File: config.mk
export PLATFORM = sky130hd
export DESIGN_NAME = port_traffic_statistics_core
export DESIGN_NICKNAME = d
export VERILOG_FILES = /design/src/ptstat_pkg.sv /design/src/ptstat_front.sv /design/src/ptstat_fifo.sv /design/src/ptstat_div.sv /design/src/ptstat_back.sv /design/src/port_traffic_statistics_core.sv
export SDC_FILE = /design/constraint.sdc
export NUM_CORES = 1
export LEC_CHECK = 0
export CORE_UTILIZATION = 30
export CTS_BUF_LIST = sky130_fd_sc_hd__clkbuf_16
export DETAILED_ROUTE_END_ITERATION = 10
export DONT_BUFFER_PORTS = 1
export PLACE_DENSITY = 0.44
export SYNTH_ARGS = -nofsm -noshare
export SYNTH_HDL_FRONTEND = slang
export SYNTH_SLANG_ARGS = --single-unit
File: constraint.sdc
create_clock -name clk -period 12.8 [get_ports clk]
set_clock_uncertainty 0.15 [all_clocks]
set_input_delay 0.64 -clock clk [delete_from_list [all_inputs] [get_ports clk]]
set_output_delay 0.64 -clock clk [all_outputs]
set_load 0.1 [all_outputs]
File: src/ptstat_pkg.sv
package ptstat_pkg;

  localparam logic [7:0]  PROTO_UDP        = 8'd17;
  localparam logic [7:0]  SQL_FLAGS        = 8'h18;
  localparam logic [15:0] RESET_MON_PORT   = 16'd1521;
  localparam logic [15:0] RESET_INTERVAL   = 16'd30;
  localparam int          QUEUE_DEPTH      = 4;
  localparam int          QUEUE_AW         = $clog2(QUEUE_DEPTH);

  typedef enum logic {
    OP_PACKET = 1'b0,
    OP_REPORT = 1'b1
  } op_t;

  typedef enum logic [1:0] {
    CFG_MON_PORT = 2'd0,
    CFG_INTERVAL = 2'd1
  } cfg_reg_t;

  typedef struct packed {
    op_t         op;
    logic        is_rx;
    logic        is_sql;
    logic [15:0] len;
  } cmd_t;

  typedef struct packed {
    logic [31:0] tx_packets;
    logic [47:0] tx_bytes;
    logic [15:0] tx_max_size;
    logic [31:0] rx_packets;
    logic [47:0] rx_bytes;
    logic [15:0] rx_max_size;
    logic [31:0] sql_requests;
    logic [47:0] sql_bytes;
  } report_t;

endpackage

File: src/ptstat_front.sv
module ptstat_front (
  input  logic               clk,
  input  logic               rst_n,
  input  logic               in_valid,
  input  logic               in_mode,
  input  logic [7:0]         in_ip_protocol,
  input  logic [15:0]        in_src_port,
  input  logic [15:0]        in_dst_port,
  input  logic [7:0]         in_tcp_flags,
  input  logic [15:0]        in_packet_length,
  input  logic [15:0]        mon_port,
  input  logic               q_full,
  output logic               push,
  output ptstat_pkg::cmd_t   cmd
);

  logic last_rx_r;
  logic last_rx_nxt;
  logic src_hit;
  logic dst_hit;
  logic [7:0] flags_eff;

  assign src_hit   = (in_src_port == mon_port);
  assign dst_hit   = (in_dst_port == mon_port);
  assign flags_eff = (in_ip_protocol == ptstat_pkg::PROTO_UDP) ? 8'd0 : in_tcp_flags;
  assign push      = in_valid && !q_full;

  always_comb begin
    cmd.op     = in_mode ? ptstat_pkg::OP_REPORT : ptstat_pkg::OP_PACKET;
    cmd.is_rx  = src_hit ? 1'b0 : (dst_hit ? 1'b1 : last_rx_r);
    cmd.is_sql = (flags_eff == ptstat_pkg::SQL_FLAGS);
    cmd.len    = in_packet_length;
  end

  always_comb begin
    last_rx_nxt = last_rx_r;
    if (push && !in_mode) begin
      if (src_hit) begin
        last_rx_nxt = 1'b0;
      end else if (dst_hit) begin
        last_rx_nxt = 1'b1;
      end
    end
  end

  always_ff @(posedge clk) begin
    if (!rst_n) begin
      last_rx_r <= 1'b0;
    end else begin
      last_rx_r <= last_rx_nxt;
    end
  end

endmodule

File: src/ptstat_fifo.sv
module ptstat_fifo (
  input  logic               clk,
  input  logic               rst_n,
  input  logic               push,
  input  ptstat_pkg::cmd_t   push_data,
  input  logic               pop,
  output logic               full,
  output logic               head_valid,
  output ptstat_pkg::cmd_t   head
);

  localparam int AW = ptstat_pkg::QUEUE_AW;
  localparam int DEPTH = ptstat_pkg::QUEUE_DEPTH;

  ptstat_pkg::cmd_t mem_r [DEPTH];
  logic [AW-1:0] wr_ptr_r, wr_ptr_nxt;
  logic [AW-1:0] rd_ptr_r, rd_ptr_nxt;
  logic [AW:0]   count_r, count_nxt;

  assign full       = (count_r == (AW+1)'(DEPTH));
  assign head_valid = (count_r != '0);
  assign head       = mem_r[rd_ptr_r];

  always_comb begin
    wr_ptr_nxt = push ? wr_ptr_r + 1'b1 : wr_ptr_r;
    rd_ptr_nxt = pop ? rd_ptr_r + 1'b1 : rd_ptr_r;
    count_nxt  = count_r;
    if (push && !pop) begin
      count_nxt = count_r + 1'b1;
    end else if (pop && !push) begin
      count_nxt = count_r - 1'b1;
    end
  end

  always_ff @(posedge clk) begin
    if (!rst_n) begin
      wr_ptr_r <= '0;
      rd_ptr_r <= '0;
      count_r  <= '0;
    end else begin
      wr_ptr_r <= wr_ptr_nxt;
      rd_ptr_r <= rd_ptr_nxt;
      count_r  <= count_nxt;
    end
  end

  always_ff @(posedge clk) begin
    if (push) begin
      mem_r[wr_ptr_r] <= push_data;
    end
  end

endmodule

File: src/ptstat_div.sv
module ptstat_div #(
  parameter int DW = 48
) (
  input  logic          clk,
  input  logic          rst_n,
  input  logic          start,
  input  logic [DW-1:0] dividend,
  input  logic [15:0]   divisor,
  output logic          busy,
  output logic [DW-1:0] quotient
);

  localparam int CW = $clog2(DW + 1);

  logic [DW-1:0] q_r, q_nxt;
  logic [15:0]   rem_r, rem_nxt;
  logic [CW-1:0] cnt_r, cnt_nxt;
  logic          busy_r, busy_nxt;
  logic [16:0]   rem_sh;
  logic [16:0]   diff;
  logic          ge;

  assign rem_sh   = {rem_r, q_r[DW-1]};
  assign diff     = rem_sh - {1'b0, divisor};
  assign ge       = (rem_sh >= {1'b0, divisor});
  assign busy     = busy_r;
  assign quotient = q_r;

  always_comb begin
    q_nxt    = q_r;
    rem_nxt  = rem_r;
    cnt_nxt  = cnt_r;
    busy_nxt = busy_r;
    if (start) begin
      q_nxt    = dividend;
      rem_nxt  = '0;
      cnt_nxt  = CW'(DW);
      busy_nxt = 1'b1;
    end else if (busy_r) begin
      q_nxt   = {q_r[DW-2:0], ge};
      rem_nxt = ge ? diff[15:0] : rem_sh[15:0];
      cnt_nxt = cnt_r - 1'b1;
      if (cnt_r == CW'(1)) begin
        busy_nxt = 1'b0;
      end
    end
  end

  always_ff @(posedge clk) begin
    if (!rst_n) begin
      busy_r <= 1'b0;
      cnt_r  <= '0;
    end else begin
      busy_r <= busy_nxt;
      cnt_r  <= cnt_nxt;
    end
  end

  always_ff @(posedge clk) begin
    q_r   <= q_nxt;
    rem_r <= rem_nxt;
  end

endmodule

File: src/ptstat_back.sv
module ptstat_back #(
  parameter int COUNT_WIDTH = 32,
  parameter int BYTE_WIDTH  = 48
) (
  input  logic                  clk,
  input  logic                  rst_n,
  input  logic                  head_valid,
  input  ptstat_pkg::cmd_t      head,
  output logic                  pop,
  input  logic [15:0]           interval,
  output logic                  out_valid,
  input  logic                  out_stall,
  output ptstat_pkg::report_t   rpt,
  output logic [47:0]           sql_rate
);

  typedef enum logic [2:0] {
    ST_IDLE = 3'b001,
    ST_DIV  = 3'b010,
    ST_OUT  = 3'b100
  } state_t;

  localparam logic [COUNT_WIDTH-1:0] CNT_MAX  = {COUNT_WIDTH{1'b1}};
  localparam logic [BYTE_WIDTH-1:0]  BYTE_MAX = {BYTE_WIDTH{1'b1}};

  state_t state_r, state_nxt;

  logic [COUNT_WIDTH-1:0] tx_cnt_r, tx_cnt_nxt;
  logic [COUNT_WIDTH-1:0] rx_cnt_r, rx_cnt_nxt;
  logic [COUNT_WIDTH-1:0] sql_cnt_r, sql_cnt_nxt;
  logic [BYTE_WIDTH-1:0]  tx_bytes_r, tx_bytes_nxt;
  logic [BYTE_WIDTH-1:0]  rx_bytes_r, rx_bytes_nxt;
  logic [BYTE_WIDTH-1:0]  sql_bytes_r, sql_bytes_nxt;
  logic [15:0]            tx_max_r, tx_max_nxt;
  logic [15:0]            rx_max_r, rx_max_nxt;

  ptstat_pkg::report_t    rpt_r, rpt_nxt;

  logic                   report_take;
  logic                   div_busy;
  logic [BYTE_WIDTH-1:0]  div_q;
  logic [63:0]            rate_wide;

  function automatic logic [COUNT_WIDTH-1:0] cnt_inc(input logic [COUNT_WIDTH-1:0] a);
    return (a == CNT_MAX) ? a : a + 1'b1;
  endfunction

  function automatic logic [BYTE_WIDTH-1:0] bytes_add(input logic [BYTE_WIDTH-1:0] a,
                                                      input logic [15:0] len);
    logic [BYTE_WIDTH:0] sum;
    sum = {1'b0, a} + (BYTE_WIDTH+1)'(len);
    return sum[BYTE_WIDTH] ? BYTE_MAX : sum[BYTE_WIDTH-1:0];
  endfunction

  function automatic logic [31:0] cnt_out(input logic [COUNT_WIDTH-1:0] a);
    logic [63:0] w;
    w = 64'(a);
    return w[31:0];
  endfunction

  function automatic logic [47:0] bytes_out(input logic [BYTE_WIDTH-1:0] a);
    logic [63:0] w;
    w = 64'(a);
    return w[47:0];
  endfunction

  assign pop = head_valid && (head.op == ptstat_pkg::OP_PACKET || state_r == ST_IDLE);
  assign report_take = pop && (head.op == ptstat_pkg::OP_REPORT);

  ptstat_div #(
    .DW (BYTE_WIDTH)
  ) u_div (
    .clk      (clk),
    .rst_n    (rst_n),
    .start    (report_take),
    .dividend (sql_bytes_r),
    .divisor  (interval),
    .busy     (div_busy),
    .quotient (div_q)
  );

  assign rate_wide = 64'(div_q);
  assign sql_rate  = rate_wide[47:0];
  assign rpt       = rpt_r;
  assign out_valid = (state_r == ST_OUT);

  always_comb begin
    state_nxt = state_r;
    case (state_r)
      ST_IDLE: begin
        if (report_take) begin
          state_nxt = ST_DIV;
        end
      end
      ST_DIV: begin
        if (!div_busy) begin
          state_nxt = ST_OUT;
        end
      end
      ST_OUT: begin
        if (!out_stall) begin
          state_nxt = ST_IDLE;
        end
      end
      default: state_nxt = ST_IDLE;
    endcase
  end

  always_comb begin
    tx_cnt_nxt    = tx_cnt_r;
    rx_cnt_nxt    = rx_cnt_r;
    sql_cnt_nxt   = sql_cnt_r;
    tx_bytes_nxt  = tx_bytes_r;
    rx_bytes_nxt  = rx_bytes_r;
    sql_bytes_nxt = sql_bytes_r;
    tx_max_nxt    = tx_max_r;
    rx_max_nxt    = rx_max_r;
    if (report_take) begin
      tx_cnt_nxt    = '0;
      rx_cnt_nxt    = '0;
      sql_cnt_nxt   = '0;
      tx_bytes_nxt  = '0;
      rx_bytes_nxt  = '0;
      sql_bytes_nxt = '0;
      tx_max_nxt    = '0;
      rx_max_nxt    = '0;
    end else if (pop) begin
      if (!head.is_rx) begin
        tx_cnt_nxt   = cnt_inc(tx_cnt_r);
        tx_bytes_nxt = bytes_add(tx_bytes_r, head.len);
        if (head.len > tx_max_r) begin
          tx_max_nxt = head.len;
        end
      end else begin
        rx_cnt_nxt   = cnt_inc(rx_cnt_r);
        rx_bytes_nxt = bytes_add(rx_bytes_r, head.len);
        if (head.len > rx_max_r) begin
          rx_max_nxt = head.len;
        end
        if (head.is_sql) begin
          sql_cnt_nxt   = cnt_inc(sql_cnt_r);
          sql_bytes_nxt = bytes_add(sql_bytes_r, head.len);
        end
      end
    end
  end

  always_comb begin
    rpt_nxt = rpt_r;
    if (report_take) begin
      rpt_nxt.tx_packets   = cnt_out(tx_cnt_r);
      rpt_nxt.tx_bytes     = bytes_out(tx_bytes_r);
      rpt_nxt.tx_max_size  = tx_max_r;
      rpt_nxt.rx_packets   = cnt_out(rx_cnt_r);
      rpt_nxt.rx_bytes     = bytes_out(rx_bytes_r);
      rpt_nxt.rx_max_size  = rx_max_r;
      rpt_nxt.sql_requests = cnt_out(sql_cnt_r);
      rpt_nxt.sql_bytes    = bytes_out(sql_bytes_r);
    end
  end

  always_ff @(posedge clk) begin
    if (!rst_n) begin
      state_r     <= ST_IDLE;
      tx_cnt_r    <= '0;
      rx_cnt_r    <= '0;
      sql_cnt_r   <= '0;
      tx_bytes_r  <= '0;
      rx_bytes_r  <= '0;
      sql_bytes_r <= '0;
      tx_max_r    <= '0;
      rx_max_r    <= '0;
    end else begin
      state_r     <= state_nxt;
      tx_cnt_r    <= tx_cnt_nxt;
      rx_cnt_r    <= rx_cnt_nxt;
      sql_cnt_r   <= sql_cnt_nxt;
      tx_bytes_r  <= tx_bytes_nxt;
      rx_bytes_r  <= rx_bytes_nxt;
      sql_bytes_r <= sql_bytes_nxt;
      tx_max_r    <= tx_max_nxt;
      rx_max_r    <= rx_max_nxt;
    end
  end

  always_ff @(posedge clk) begin
    rpt_r <= rpt_nxt;
  end

`ifndef SYNTHESIS
  a_report_only_idle: assert property (@(posedge clk) disable iff (!rst_n)
    report_take |-> state_r == ST_IDLE)
    else $error("report taken while a report is in flight");

  a_report_starts_div: assert property (@(posedge clk) disable iff (!rst_n)
    report_take |=> state_r == ST_DIV && div_busy)
    else $error("divider not started on report");

  a_report_clears: assert property (@(posedge clk) disable iff (!rst_n)
    report_take |=> tx_cnt_r == '0 && rx_cnt_r == '0 && sql_bytes_r == '0)
    else $error("totals not cleared on report");

  a_out_div_done: assert property (@(posedge clk) disable iff (!rst_n)
    state_r == ST_OUT |-> !div_busy)
    else $error("result shown while divider busy");
`endif

endmodule

File: src/port_traffic_statistics_core.sv
// Port traffic statistics core.
// Input channel (in_valid / in_stall): one item per accepted cycle, either
// a packet header (in_mode 0) or an interval end (in_mode 1).
// Packets are classified by direction against the monitored port and summed
// into saturating per-direction counters; they produce no result.
// An interval end produces one result on the out_ channel with all totals and
// the SQL byte rate (SQL bytes / interval seconds), then clears the totals.
// Throughput: one packet per cycle while in_stall is low; the accumulators
// are updated from the head of a 4-entry command queue.
// Interval end: out_valid rises once the one-bit-per-cycle restoring divider
// has finished; packets keep flowing while it runs.
// Out stall: the result holds in its register; later packets still update
// the totals, and a further interval end waits in the queue, which stalls
// the input once full.
// Config (cfg_valid / cfg_ready, always ready): index 0 monitored port,
// index 1 interval seconds; write only while idle.
// Reset: totals and direction cleared, port 1521, interval 30, queue empty.
module port_traffic_statistics_core #(
  parameter int COUNT_WIDTH = 32,
  parameter int BYTE_WIDTH  = 48
) (
  input  logic        clk,
  input  logic        rst_n,

  input  logic        in_valid,
  output logic        in_stall,
  input  logic        in_mode,
  input  logic [7:0]  in_ip_protocol,
  input  logic [15:0] in_src_port,
  input  logic [15:0] in_dst_port,
  input  logic [7:0]  in_tcp_flags,
  input  logic [15:0] in_packet_length,

  output logic        out_valid,
  input  logic        out_stall,
  output logic [31:0] out_tx_packets,
  output logic [47:0] out_tx_bytes,
  output logic [15:0] out_tx_max_size,
  output logic [31:0] out_rx_packets,
  output logic [47:0] out_rx_bytes,
  output logic [15:0] out_rx_max_size,
  output logic [31:0] out_sql_requests,
  output logic [47:0] out_sql_bytes,
  output logic [47:0] out_sql_byte_rate,

  input  logic        cfg_valid,
  output logic        cfg_ready,
  input  logic [1:0]  cfg_index,
  input  logic [15:0] cfg_data
);

  logic [15:0] mon_port_r, mon_port_nxt;
  logic [15:0] interval_r, interval_nxt;

  logic                q_full;
  logic                q_push;
  logic                q_pop;
  logic                q_head_valid;
  ptstat_pkg::cmd_t    q_in;
  ptstat_pkg::cmd_t    q_head;
  ptstat_pkg::report_t rpt;

  assign cfg_ready = 1'b1;
  assign in_stall  = q_full;

  always_comb begin
    mon_port_nxt = mon_port_r;
    interval_nxt = interval_r;
    if (cfg_valid && cfg_ready) begin
      case (cfg_index)
        ptstat_pkg::CFG_MON_PORT: mon_port_nxt = cfg_data;
        ptstat_pkg::CFG_INTERVAL: interval_nxt = cfg_data;
        default: ;
      endcase
    end
  end

  always_ff @(posedge clk) begin
    if (!rst_n) begin
      mon_port_r <= ptstat_pkg::RESET_MON_PORT;
      interval_r <= ptstat_pkg::RESET_INTERVAL;
    end else begin
      mon_port_r <= mon_port_nxt;
      interval_r <= interval_nxt;
    end
  end

  ptstat_front u_front (
    .clk              (clk),
    .rst_n            (rst_n),
    .in_valid         (in_valid),
    .in_mode          (in_mode),
    .in_ip_protocol   (in_ip_protocol),
    .in_src_port      (in_src_port),
    .in_dst_port      (in_dst_port),
    .in_tcp_flags     (in_tcp_flags),
    .in_packet_length (in_packet_length),
    .mon_port         (mon_port_r),
    .q_full           (q_full),
    .push             (q_push),
    .cmd              (q_in)
  );

  ptstat_fifo u_fifo (
    .clk        (clk),
    .rst_n      (rst_n),
    .push       (q_push),
    .push_data  (q_in),
    .pop        (q_pop),
    .full       (q_full),
    .head_valid (q_head_valid),
    .head       (q_head)
  );

  ptstat_back #(
    .COUNT_WIDTH (COUNT_WIDTH),
    .BYTE_WIDTH  (BYTE_WIDTH)
  ) u_back (
    .clk        (clk),
    .rst_n      (rst_n),
    .head_valid (q_head_valid),
    .head       (q_head),
    .pop        (q_pop),
    .interval   (interval_r),
    .out_valid  (out_valid),
    .out_stall  (out_stall),
    .rpt        (rpt),
    .sql_rate   (out_sql_byte_rate)
  );

  assign out_tx_packets   = rpt.tx_packets;
  assign out_tx_bytes     = rpt.tx_bytes;
  assign out_tx_max_size  = rpt.tx_max_size;
  assign out_rx_packets   = rpt.rx_packets;
  assign out_rx_bytes     = rpt.rx_bytes;
  assign out_rx_max_size  = rpt.rx_max_size;
  assign out_sql_requests = rpt.sql_requests;
  assign out_sql_bytes    = rpt.sql_bytes;

endmodule
# Word-level counts from Yosys, hierarchy flattened
# Memories as Yosys holds them, arrays and structs flattened. A register that Yosys moved wholly into a read port is not among the register bits.
# Index checks and enable logic that the tools add are counted.
dict set report totals {
  regBits 658
  mem_bits_rw 76
  in_bits 88
  n_memories 1
}
dict set report classes {
  add_sub_neg 12
  n_lt_le_gt_ge 3
  n_eq_ne 16
  muxes 25
  bitwise 6
  n_reduce_logical 27
}
# memory words width read_ports rd_ports_with_merged_regs write_ports line
set mem_list {}
lappend mem_list {u_fifo.mem_r 4 19 1 1 1 ptstat_fifo.sv:15} ;# ptstat_pkg::cmd_t mem_r [DEPTH];
# cell n
set ops {}
lappend ops {{$mux W48} 5}
lappend ops {{$add A48 B16 Y49} 3}
lappend ops {{$add A32 B1 Y32 const B} 3}
lappend ops {{$eq A32 B32 Y1 const B} 3}
lappend ops {{$eq A16 B16 Y1} 2}
lappend ops {{$gt A16 B16 Y1} 2}
lappend ops {{$reduce_and A3 Y1} 6}
lappend ops {{$ge A17 B16 Y1} 1}
lappend ops {{$eq A8 B5 Y1 const B} 2}
lappend ops {{$mux W16} 1}
lappend ops {{$sub A16 B16 Y16} 1}
lappend ops {{$mux W3} 5}
lappend ops {{$mux W6} 2}
lappend ops {{$pmux W3 S3} 1}
lappend ops {{$mux W1} 8}
lappend ops {{$mux W8} 1}
lappend ops {{$reduce_and A2 Y1} 4}
lappend ops {{$eq A3 B3 Y1 const B} 2}
lappend ops {{$eq A6 B1 Y1 const B} 1}
lappend ops {{$logic_and A1 B1 Y1} 6}
lappend ops {{$not A1 Y1} 6}
lappend ops {{$sub A6 B1 Y6 const B} 1}
lappend ops {{$add A2 B1 Y2 const B} 2}
lappend ops {{$logic_not A1 Y1} 4}
lappend ops {{other kinds (14)} 17}

# Logic depth before layout (Yosys ltp)
# Gate-level depths: netlist (run 1).
dict set report depth {
  ltp_word 7
  depth_mapped 13
  ltp_nobuf 11
}

# By module
# A second synthesis (run 1) with hierarchy kept.
dict set report unflattened {
  cells_unflattened 2867
  hier_area_um2 32804.0
}
# module instances cells_per_inst area_each_um2 seq_area_each_um2
set by_module_without_submodules {}
lappend by_module_without_submodules {ptstat_back 1 2157 23632.7 13673.1}
lappend by_module_without_submodules {ptstat_div 1 358 4008.8 1901.8}
lappend by_module_without_submodules {ptstat_fifo 1 142 3231.8 2462.4}
lappend by_module_without_submodules {port_traffic_statistics_core 1 138 1336.3 640.6}
lappend by_module_without_submodules {ptstat_front 1 72 594.3 20.0}

# Worst setup path before layout (run 1)
# OpenSTA, ideal clock, no wires.
dict set report synth_timing {
  path_kind {flip-flop to flip-flop}
  from {reg with a tool-made name}
  to {reg u_back.rpt_r (netlist bit u_back.rpt[0]), enable pin}
  arrival_ns 9.249
  slack_ns 2.659
  path_stages_with_launch 8
  path_buffers 3
  path_cell_list {dfxtp_1 > buf_6 > mux4_2 > a21oi_4 > nand2_1 > inv_1 > clkbuf_1 > buf_1}
}
# item line
set synth_lines {}
lappend synth_lines {{end signal: assignment} ptstat_back.sv:187} ;# rpt_r <= rpt_nxt;
lappend synth_lines {{end: declaration} ptstat_back.sv:37} ;# ptstat_pkg::report_t rpt_r, rpt_nxt;

==> run metrics, run 1 <==
status complete, no violations; GRT overflow 0; IO buf count 0; multi-input logic area around 12000 sq um; Clock Sinks 736; chip width 327 um; # nets final just over 3000; initial antenna violation count 8; detailed-route via count roughly 21000; Final Hold Viols 0; Inserted Clock Buffers between 80 and 90; RSZ-0062 raised after global routing false; Worst-Margin Slew around 1300 ps; CTS tree yes; post-layout min period approximately 5100 ps; main area contributors after synthesis edfxtp_1 (38%), dfxtp_1 (22%), ha_1 (4.2%); largest area contributor in the netlist edfxtp_1; post-CTS resize count 0; Seq cells post-synth around 740; Top Ports 411; Fillers roughly 10000; CTS Buffer Depth 3; clock-pin slew on the worst setup and hold paths 60 ps; EDFF count, synth 396; top cells by count, synth edfxtp_1 (396), dfxtp_1 (340), nand2_1 (315); ys async rst share 0; vias in the first global route 21000; most numerous cell in the Yosys netlist edfxtp_1; root buf cell clkbuf_16; Worst EP required about 13000 ps; ys flop type edfxtp_1; first-pass GRT wire length 131000 um; row count around 120; maxcap violations 0; Setup TNS 0 ps; Syn. warnings 0; Tcrit/Tclk final 0.396; CP startpoint kind flop; clk_lat worst skew 650 ps; Area Growth Syn to Fin 14.9%; total track usage 0.159; Post-Synthesis Cell Area 31600 sq um; largest net degree at the start of global routing roughly 180; Initial Util 0.304; worst rel slew slack 0.161; register area between 15000 and 20000 sq um; TritonRoute pass-1 iters 5; WL final ~87000 um; core area just over 100000 sq um; die height approximately 330 um; Hold WC Path Type primary input to flop; post-detailed-route DRC marker count 0; Yosys top cell area share 0.376; share of cells above drive strength 1 0.0729; via-per-instance ratio around 5; Fmax slightly below 0.2 GHz; sequential area share after synthesis 0.592; GP Congestion roughly 0.86; syn nets 3000; total die area about 110000 sq um; hpwl dp between 60000 and 70000 um; max-slew violation count 0; Worst EP arrival approximately 5400 ps; Gate Count Post-Synth 2801; DRT iter0 DRCs roughly 1200; CP endpoint kind flop; synth unique cells just over 90; CP max FO 24; CTS H-tree depth 3; final setup vio count 0; Post-DRT Antenna Nets 0; critical path class flop to flop; Avg Inst Size Synth 11.3 sq um; DR WL/cell approximately 20 um
area by class of cell:
cell class | instances | area share
Antenna cell | 5 | 0.000345
Clock buffer | 88 | 0.0607
Clock inverter | 70 | 0.0168
Inverter | 103 | 0.0109
Multi-Input combinational cell | 1857 | 0.333
Sequential cell | 736 | 0.515
Tap cell | 1380 | 0.0476
Timing Repair Buffer | 54 | 0.0152
registers in the layout, indices dropped and copies added (netlist names), named ones only:
signal                 cells
u_back.rpt               272
u_back.tx_cnt_r           32
u_back.u_div.rem_r        16
u_back.tx_max_r           16
u_back.u_div.quotient     48
u_fifo.rd_ptr_r            2
u_front.last_rx_r          1
u_back.rx_bytes_r         48
u_back.rx_max_r           16
u_back.tx_bytes_r         48
u_back.u_div.busy          1
interval_r                16
u_back.sql_bytes_r        48
u_fifo.wr_ptr_r            2
u_back.u_div.cnt_r         6
mon_port_r                16
u_fifo.mem_r              76
u_back.sql_cnt_r          32
u_fifo.count_r             3
u_back.state_r             3
u_back.rx_cnt_r           32
metrics by stage:
step	hold WS [ps]	instances	util	cell area, sq um	worst slack [ps]
5_1_grt	12.2	4292	0.349	36300	7320
3_3_place_gp	284	4095	0.319	33100	7720
4_1_cts	0.0864	4288	0.349	36300	7630
6_report	31.4	4293	0.349	36300	7730
3_5_place_dp	283	4095	0.319	33100	7660
2_1_floorplan	253	2801	-	31600	2660
metal layers:
| metal | track usage | up-vias | part of all wire |
|---|---|---|---|
| li1 | - | 10300 | - |
| met3 | 0.0410 | 110 | 0.062 |
| met2 | 0.259 | 622 | 0.46 |
| met5 | 0 | - | 0.00011 |
| met4 | 0.0543 | 2 | 0.025 |
| met1 | 0.205 | 10400 | 0.45 |
final timing paths:
kind / start / endpoint / slack [ps] / cells after the start
worst max-delay path: flop / u_back.rx_bytes_r[23] / 7730 / 10
worst min-delay path: rst_n / flop / 30 / 1
worst max register to register: flop / u_back.rx_bytes_r[23] / 7730 / 10
worst min register to register: u_back.tx_cnt_r[23] / u_back.rpt[263] / 300 / 0
cell families after synthesis:
kind of cell	share of synthesized area
AOI/OAI and AO/OA	0.112
xor gates and xnor gates	0.0571
adders and majority gates	0.0451
buffers and inverters	0.0264
DFF	0.592
muxes	0.0275
other	0.000119
and+or+nand+nor	0.140
worst max-delay path, cell delays in order, from the launching register on:
cell      delay, ps
dfxtp_1         540
buf_4           370
mux4_2          730
ha_1            410
a21oi_1         240
o211ai_1        200
a311oi_1        480
o21ai_1         190
o31ai_1         540
or3_1           830
a211oi_1        190
placed cells by master, fill, tap and decap left out, types with 51 or more instances in the layout:
cell type and instances:
xnor2_1 125, a21oi_1 147, nor2_1 213, xor2_1 81, nand3_1 82, clkbuf_16 89, o21ai_0 153, ha_1 106
nand2_1 312, nand4_1 51, inv_1 117, edfxtp_1 396, nor3_1 55, dfxtp_1 340
what timing repair did:
item	4_1_cts	5_1_grt
endpoints found under the hold margin	115	0
setup endpoints to repair	0	0
hold buffers	35	0
buffers inserted	0	0
Power of run 1 is not shown: default switching activity piles up to over one toggle a cycle in this logic, so the estimate is an artifact.
==> run 2: changes to the inputs <==
clock period = 5.2 ns   (was 12.8 ns; I/O delays follow)
==> run 2 against run 1 <==
  * Fmax is 12% higher
  * Die area did not move
  * Worst hold slack improved by 44 ps
  * First-iteration DRC count shrank 7.8%
  * Non-clock buffer count rose by 49
  * Utilization grew 0.43 points
  * Register-to-register slack lost 7100 ps
  * Cell area grew 1.2%
  * Via count rose by 0.35%
  * Critical path depth is the same
  * Wire length is 0.91% higher
  * Sequential share of layout area decreased by 0.63 points
  * Highest routed layer unchanged
==> run metrics, run 2 (same netlist as run 1, synthesis figures left out) <==
row count ~120; detailed-route via count 21500; share of cells above drive strength 1 0.0808; Worst EP required roughly 5600 ps; chip width roughly 330 um; CP max FO 16; Fmax around 0.22 GHz; post-CTS resize count 0; Setup TNS 0 ps; worst rel slew slack 0.226; largest net degree at the start of global routing 67; final setup vio count 0; worst path cell trace mux4_2 -> ha_1 -> fa_1 -> a211oi_1 -> o211ai_1 -> a311oi_1 -> o21ai_1 -> o31ai_1 -> o21a_1 -> a21oi_1; CTS H-tree depth 3; CTS tree yes; maxcap violations 0; post-layout min period 4550 ps; CP startpoint kind flop; Top Ports between 400 and 500; CTS Buffer Depth 3; Clock Sinks approximately 740; TritonRoute pass-1 iters 5; IO buf count 0; die height 327 um; RSZ-0062 raised after global routing false; critical path class flop to flop; hpwl dp approximately 62000 um; core area 104000 sq um; # nets final 3086; Slowest Stage Delay on Critical Path 660 ps; DR WL/cell slightly above 20 um; Tcrit/Tclk final 0.874; WL final between 80000 and 90000 um; vias in the first global route 21200; Largest register FFs ~270; status complete, no violations; total die area around 110000 sq um; Worst EP arrival roughly 4900 ps; DRT iter0 DRCs 1127; post-detailed-route DRC marker count 0; CP endpoint kind flop; Initial Util 0.304; Hold WC Path Type primary input to flop; clk_lat worst skew ~650 ps; first-pass GRT wire length approximately 130000 um; Critical-path top delay cell mux4_2; most frequent cells in the layout edfxtp_1 (396), dfxtp_1 (340), nand2_1 (312), nor2_1 (213), o21ai_0 (153); most common cell after layout, fill and taps aside edfxtp_1; Inserted Clock Buffers between 80 and 90; GP Congestion between 0.8 and 0.9; GRT overflow 0; total track usage 0.161; Worst-Margin Slew 1160 ps; Final Hold Viols 0; via-per-instance ratio 4.95; clock-pin slew on the worst setup and hold paths approximately 60 ps; initial antenna violation count 5; Post-DRT Antenna Nets 0; Area Growth Syn to Fin 16.3%; max-slew violation count 0; root buf cell clkbuf_16
[run 2: what timing repair did]
action	4_1_cts	5_1_grt
setup buffers	0	0
endpoints found under the hold margin	124	0
hold buffers	58	0
[run 2: area by class of cell]
cell class	count	area, sq um
flip-flops and latches	736	18700
clock inverters	69	526
repair buffers	103	1040
diodes	4	10.0
fillers	10200	67200
clock buffers	90	2250
inverters	103	394
well taps	1380	1730
multi-input cells	1857	12100
[run 2: per-layer routing]
| metal | routed length [um] | up-vias | GRT usage |
|---|---|---|---|
| met5 | 10 | - | 0 |
| met4 | 1880 | 2 | 0.0485 |
| met3 | 5260 | 124 | 0.0414 |
| met2 | 41700 | 540 | 0.268 |
| met1 | 38900 | 10500 | 0.204 |
| li1 | - | 10400 | - |
[run 2: worst paths after layout]
| path | start | to | slack, ps | cells after the start |
|---|---|---|---|---|
| setup reg to reg | flop | u_back.rx_bytes_r[2] | 650 | 10 |
| hold / removal | cfg_index[0] | mon_port_r[1] | 80 | 3 |
| hold reg to reg | u_back.tx_cnt_r[23] | u_back.rpt[263] | 310 | 0 |
| setup / recovery | flop | u_back.rx_bytes_r[2] | 650 | 10 |
[run 2: worst max-delay path: cells and delay by family, from the launching register on]
family	cells	cell delay, ps
compound gates	7	2470
mux	1	660
flops	1	420
fa+ha+maj	2	700
[run 2: per-stage QoR]
step	instances	cell area (sq um)	utilization	hold slack [ps]	setup WS (ps)
3_3_place_gp	4121	33400	0.321	188	679
5_1_grt	4340	36700	0.353	105	341
4_1_cts	4338	36700	0.353	18.2	617
2_1_floorplan	2801	31600	-	209	839
3_5_place_dp	4121	33400	0.321	189	601
6_report	4342	36700	0.354	75.3	654
Power of run 2 is left out for the same reason.
==> run 3: changes to the inputs <==
ABC_AREA = 1   (was default)
PLACE_DENSITY = 0.41   (was 0.44)
==> run 3 against run 2 <==
  * Synthesized cell count is 57% higher
  * Largest cell class unchanged
  * Count of clock-buffer cells in the layout is 1 lower
  * Global-route usage is 3.1 points higher
  * Non-clock buffer count is 14 higher
  * Sequential share of layout area is 6.3 points lower
  * Critical path depth is 7 higher
  * Critical path type unchanged
  * Wire length is 37% higher
  * Utilization is 0.44 points lower
  * Cell area is 14% higher
  * Fmax is 7.8% higher
==> run metrics, run 3 <==
most frequent cells in the layout nand2_1 (1217), inv_1 (545), edfxtp_1 (396), nor2_1 (367), dfxtp_1 (340); Tcrit/Tclk final 0.811; status complete, no violations; CTS tree yes; hpwl dp between 80000 and 90000 um; Hold WC Path Type primary input to flop; Clock Sinks 736; worst path cell trace buf_4 -> inv_2 -> o21ai_0 -> o22ai_2 -> ha_1 -> nand2_1 -> inv_1 -> nand2_1 -> nand3_1 -> a21oi_1 -> nand2_2 -> nand2_2 -> nor2_4 -> nand2_1 -> nand2_1 -> nor2_1 -> nor2_1; IO buf count 0; sequential area share after synthesis 0.514; TritonRoute pass-1 iters 5; first-pass GRT wire length ~180000 um; final core utilization 0.349; max-slew violation count 0; total die area 123000 sq um; Reg2Reg Setup Slack 980 ps; Syn. warnings 0; WL final between 100000 and 150000 um; top cells by count, synth nand2_1 (1219), inv_1 (528), edfxtp_1 (396); hold path start in_packet_length[11]; Area Growth Syn to Fin 15.2%; Post-Synthesis Cell Area 36400 sq um; reg-to-reg endpoint u_back.rx_bytes_r[44]; most common cell after layout, fill and taps aside nand2_1; # nets final ~4700; largest area contributor in the netlist edfxtp_1; ys async rst share 0; maxcap violations 0; initial antenna violation count 2; detailed-route via count 29200; post-layout min period about 4200 ps; Slowest Stage Delay on Critical Path 740 ps; RSZ-0062 raised after global routing false; main area contributors after synthesis edfxtp_1 (33%), dfxtp_1 (19%), nand2_1 (13%); Setup crit end u_back.rx_bytes_r[44]; root buf cell clkbuf_16; total track usage 0.192; worst rel slew slack 0.207; GP Congestion just over 0.9; Reg2Reg Depth 17; Setup TNS 0 ps; Worst-Margin Slew between 1000 and 1500 ps; synth unique cells between 50 and 60; Worst EP arrival around 4600 ps; die height approximately 350 um; post-CTS resize count 0; final setup vio count 0; Worst EP required between 5000 and 6000 ps; CP startpoint kind flop; post-detailed-route DRC marker count 0; Critical-path top delay cell o22ai_2; GRT overflow 0; Top Ports 411; CTS H-tree depth 3; core area 120000 sq um; Fmax roughly 0.24 GHz; ys flop type edfxtp_1; Inserted Clock Buffers 89; post-CTS setup buffers 0; chip width approximately 350 um; clock-pin slew on the worst setup and hold paths about 60 ps; DR WL/cell 19.4 um; Post-DRT Antenna Nets 0; CP max FO 38; CTS Hold Buffers Added between 70 and 80; Largest register FFs between 200 and 300; Yosys top cell area share 0.327; setup ws final 985 ps; Avg Inst Size Synth approximately 8.3 sq um; row count ~130; Final Hold Viols 0; vias in the first global route 28200; syn nets between 4000 and 5000; critical path class flop to flop; Initial Util 0.303; largest net degree at the start of global routing ~140; share of cells above drive strength 1 0.0554; EDFF count, synth between 300 and 400; Most common cell on crit path nand2_1; most numerous cell in the Yosys netlist nand2_1; pre-CTS setup slack roughly 900 ps; Gate Count Post-Synth 4392; CTS Buffer Depth 3; Seq cells post-synth ~740; via-per-instance ratio roughly 4.7; clk_lat worst skew 710 ps; CP endpoint kind flop; DRT iter0 DRCs 1840
run 3: cell types whose count changed after synthesis, moves of 38 or more:
cell | before | now
nand2_1 | 315 | 1219
buf_2 | 9 | 54
inv_1 | 100 | 528
a21oi_1 | 147 | 263
clkbuf_1 | 79 | 41
nor2_1 | 213 | 367
nand3_1 | 82 | 299
xnor2_1 | 125 | 61
nand4_1 | 51 | 96
mux2i_1 | 44 | 0
run 3: per-stage QoR:
stage | area, sq um | hold slack, ps | instances
after floorplan | 36400 | 209 | 4392
after global placement | 38400 | 200 | 5937
after detailed placement | 38400 | 209 | 5937
after CTS | 41900 | 58.4 | 6175
after global routing | 41900 | 112 | 6175
final | 41900 | 126 | 6176
run 3: final cells by class:
class                           instances  area, sq um
Timing Repair Buffer                  117         1160
Clock inverter                         78          592
Clock buffer                           89         2230
Inverter                              543         2060
Tap cell                             1612         2020
Sequential cell                       736        18700
Antenna cell                            1         2.50
Fill cell                           12600        78200
Multi-Input combinational cell       3000        15200
run 3: layer usage:
metal | GRT usage | vias up | part of all wire
li1 | - | 14800 | -
met1 | 0.248 | 13700 | 0.45
met2 | 0.323 | 612 | 0.47
met3 | 0.0368 | 136 | 0.049
met4 | 0.0586 | 2 | 0.023
met5 | 0 | - | 0.00014
run 3: logic make-up after synthesis:
| family | synth area share |
|---|---|
| other | 0.000103 |
| AO/OA/AOI/OAI | 0.0803 |
| buffers and inverters | 0.0720 |
| adder cells (fa/ha/maj) | 0.0392 |
| XOR/XNOR | 0.0356 |
| flip-flops | 0.514 |
| AND/OR/NAND/NOR | 0.259 |
run 3: worst max-delay path, delay by kind of cell (launching register included):
family / cells / cell delay, ps
AND/OR/NAND/NOR: 10 / 1350
adder cells (fa/ha/maj): 1 / 420
AO/OA/AOI/OAI: 3 / 1110
flip-flops: 1 / 300
buffers and inverters: 3 / 680
run 3: worst min path at each step:
stage	end	slack, ps	cells after the start
after floorplan	u_fifo.mem_r[0][0]	210	0
after global placement	mon_port_r[0]	200	1
after detailed placement	u_fifo.mem_r[0][8]	210	0
after CTS	u_fifo.mem_r[1][11]	60	1
after global routing	u_fifo.mem_r[1][11]	110	1
final	u_fifo.mem_r[1][11]	130	1
Power of run 3 is left out for the same reason.
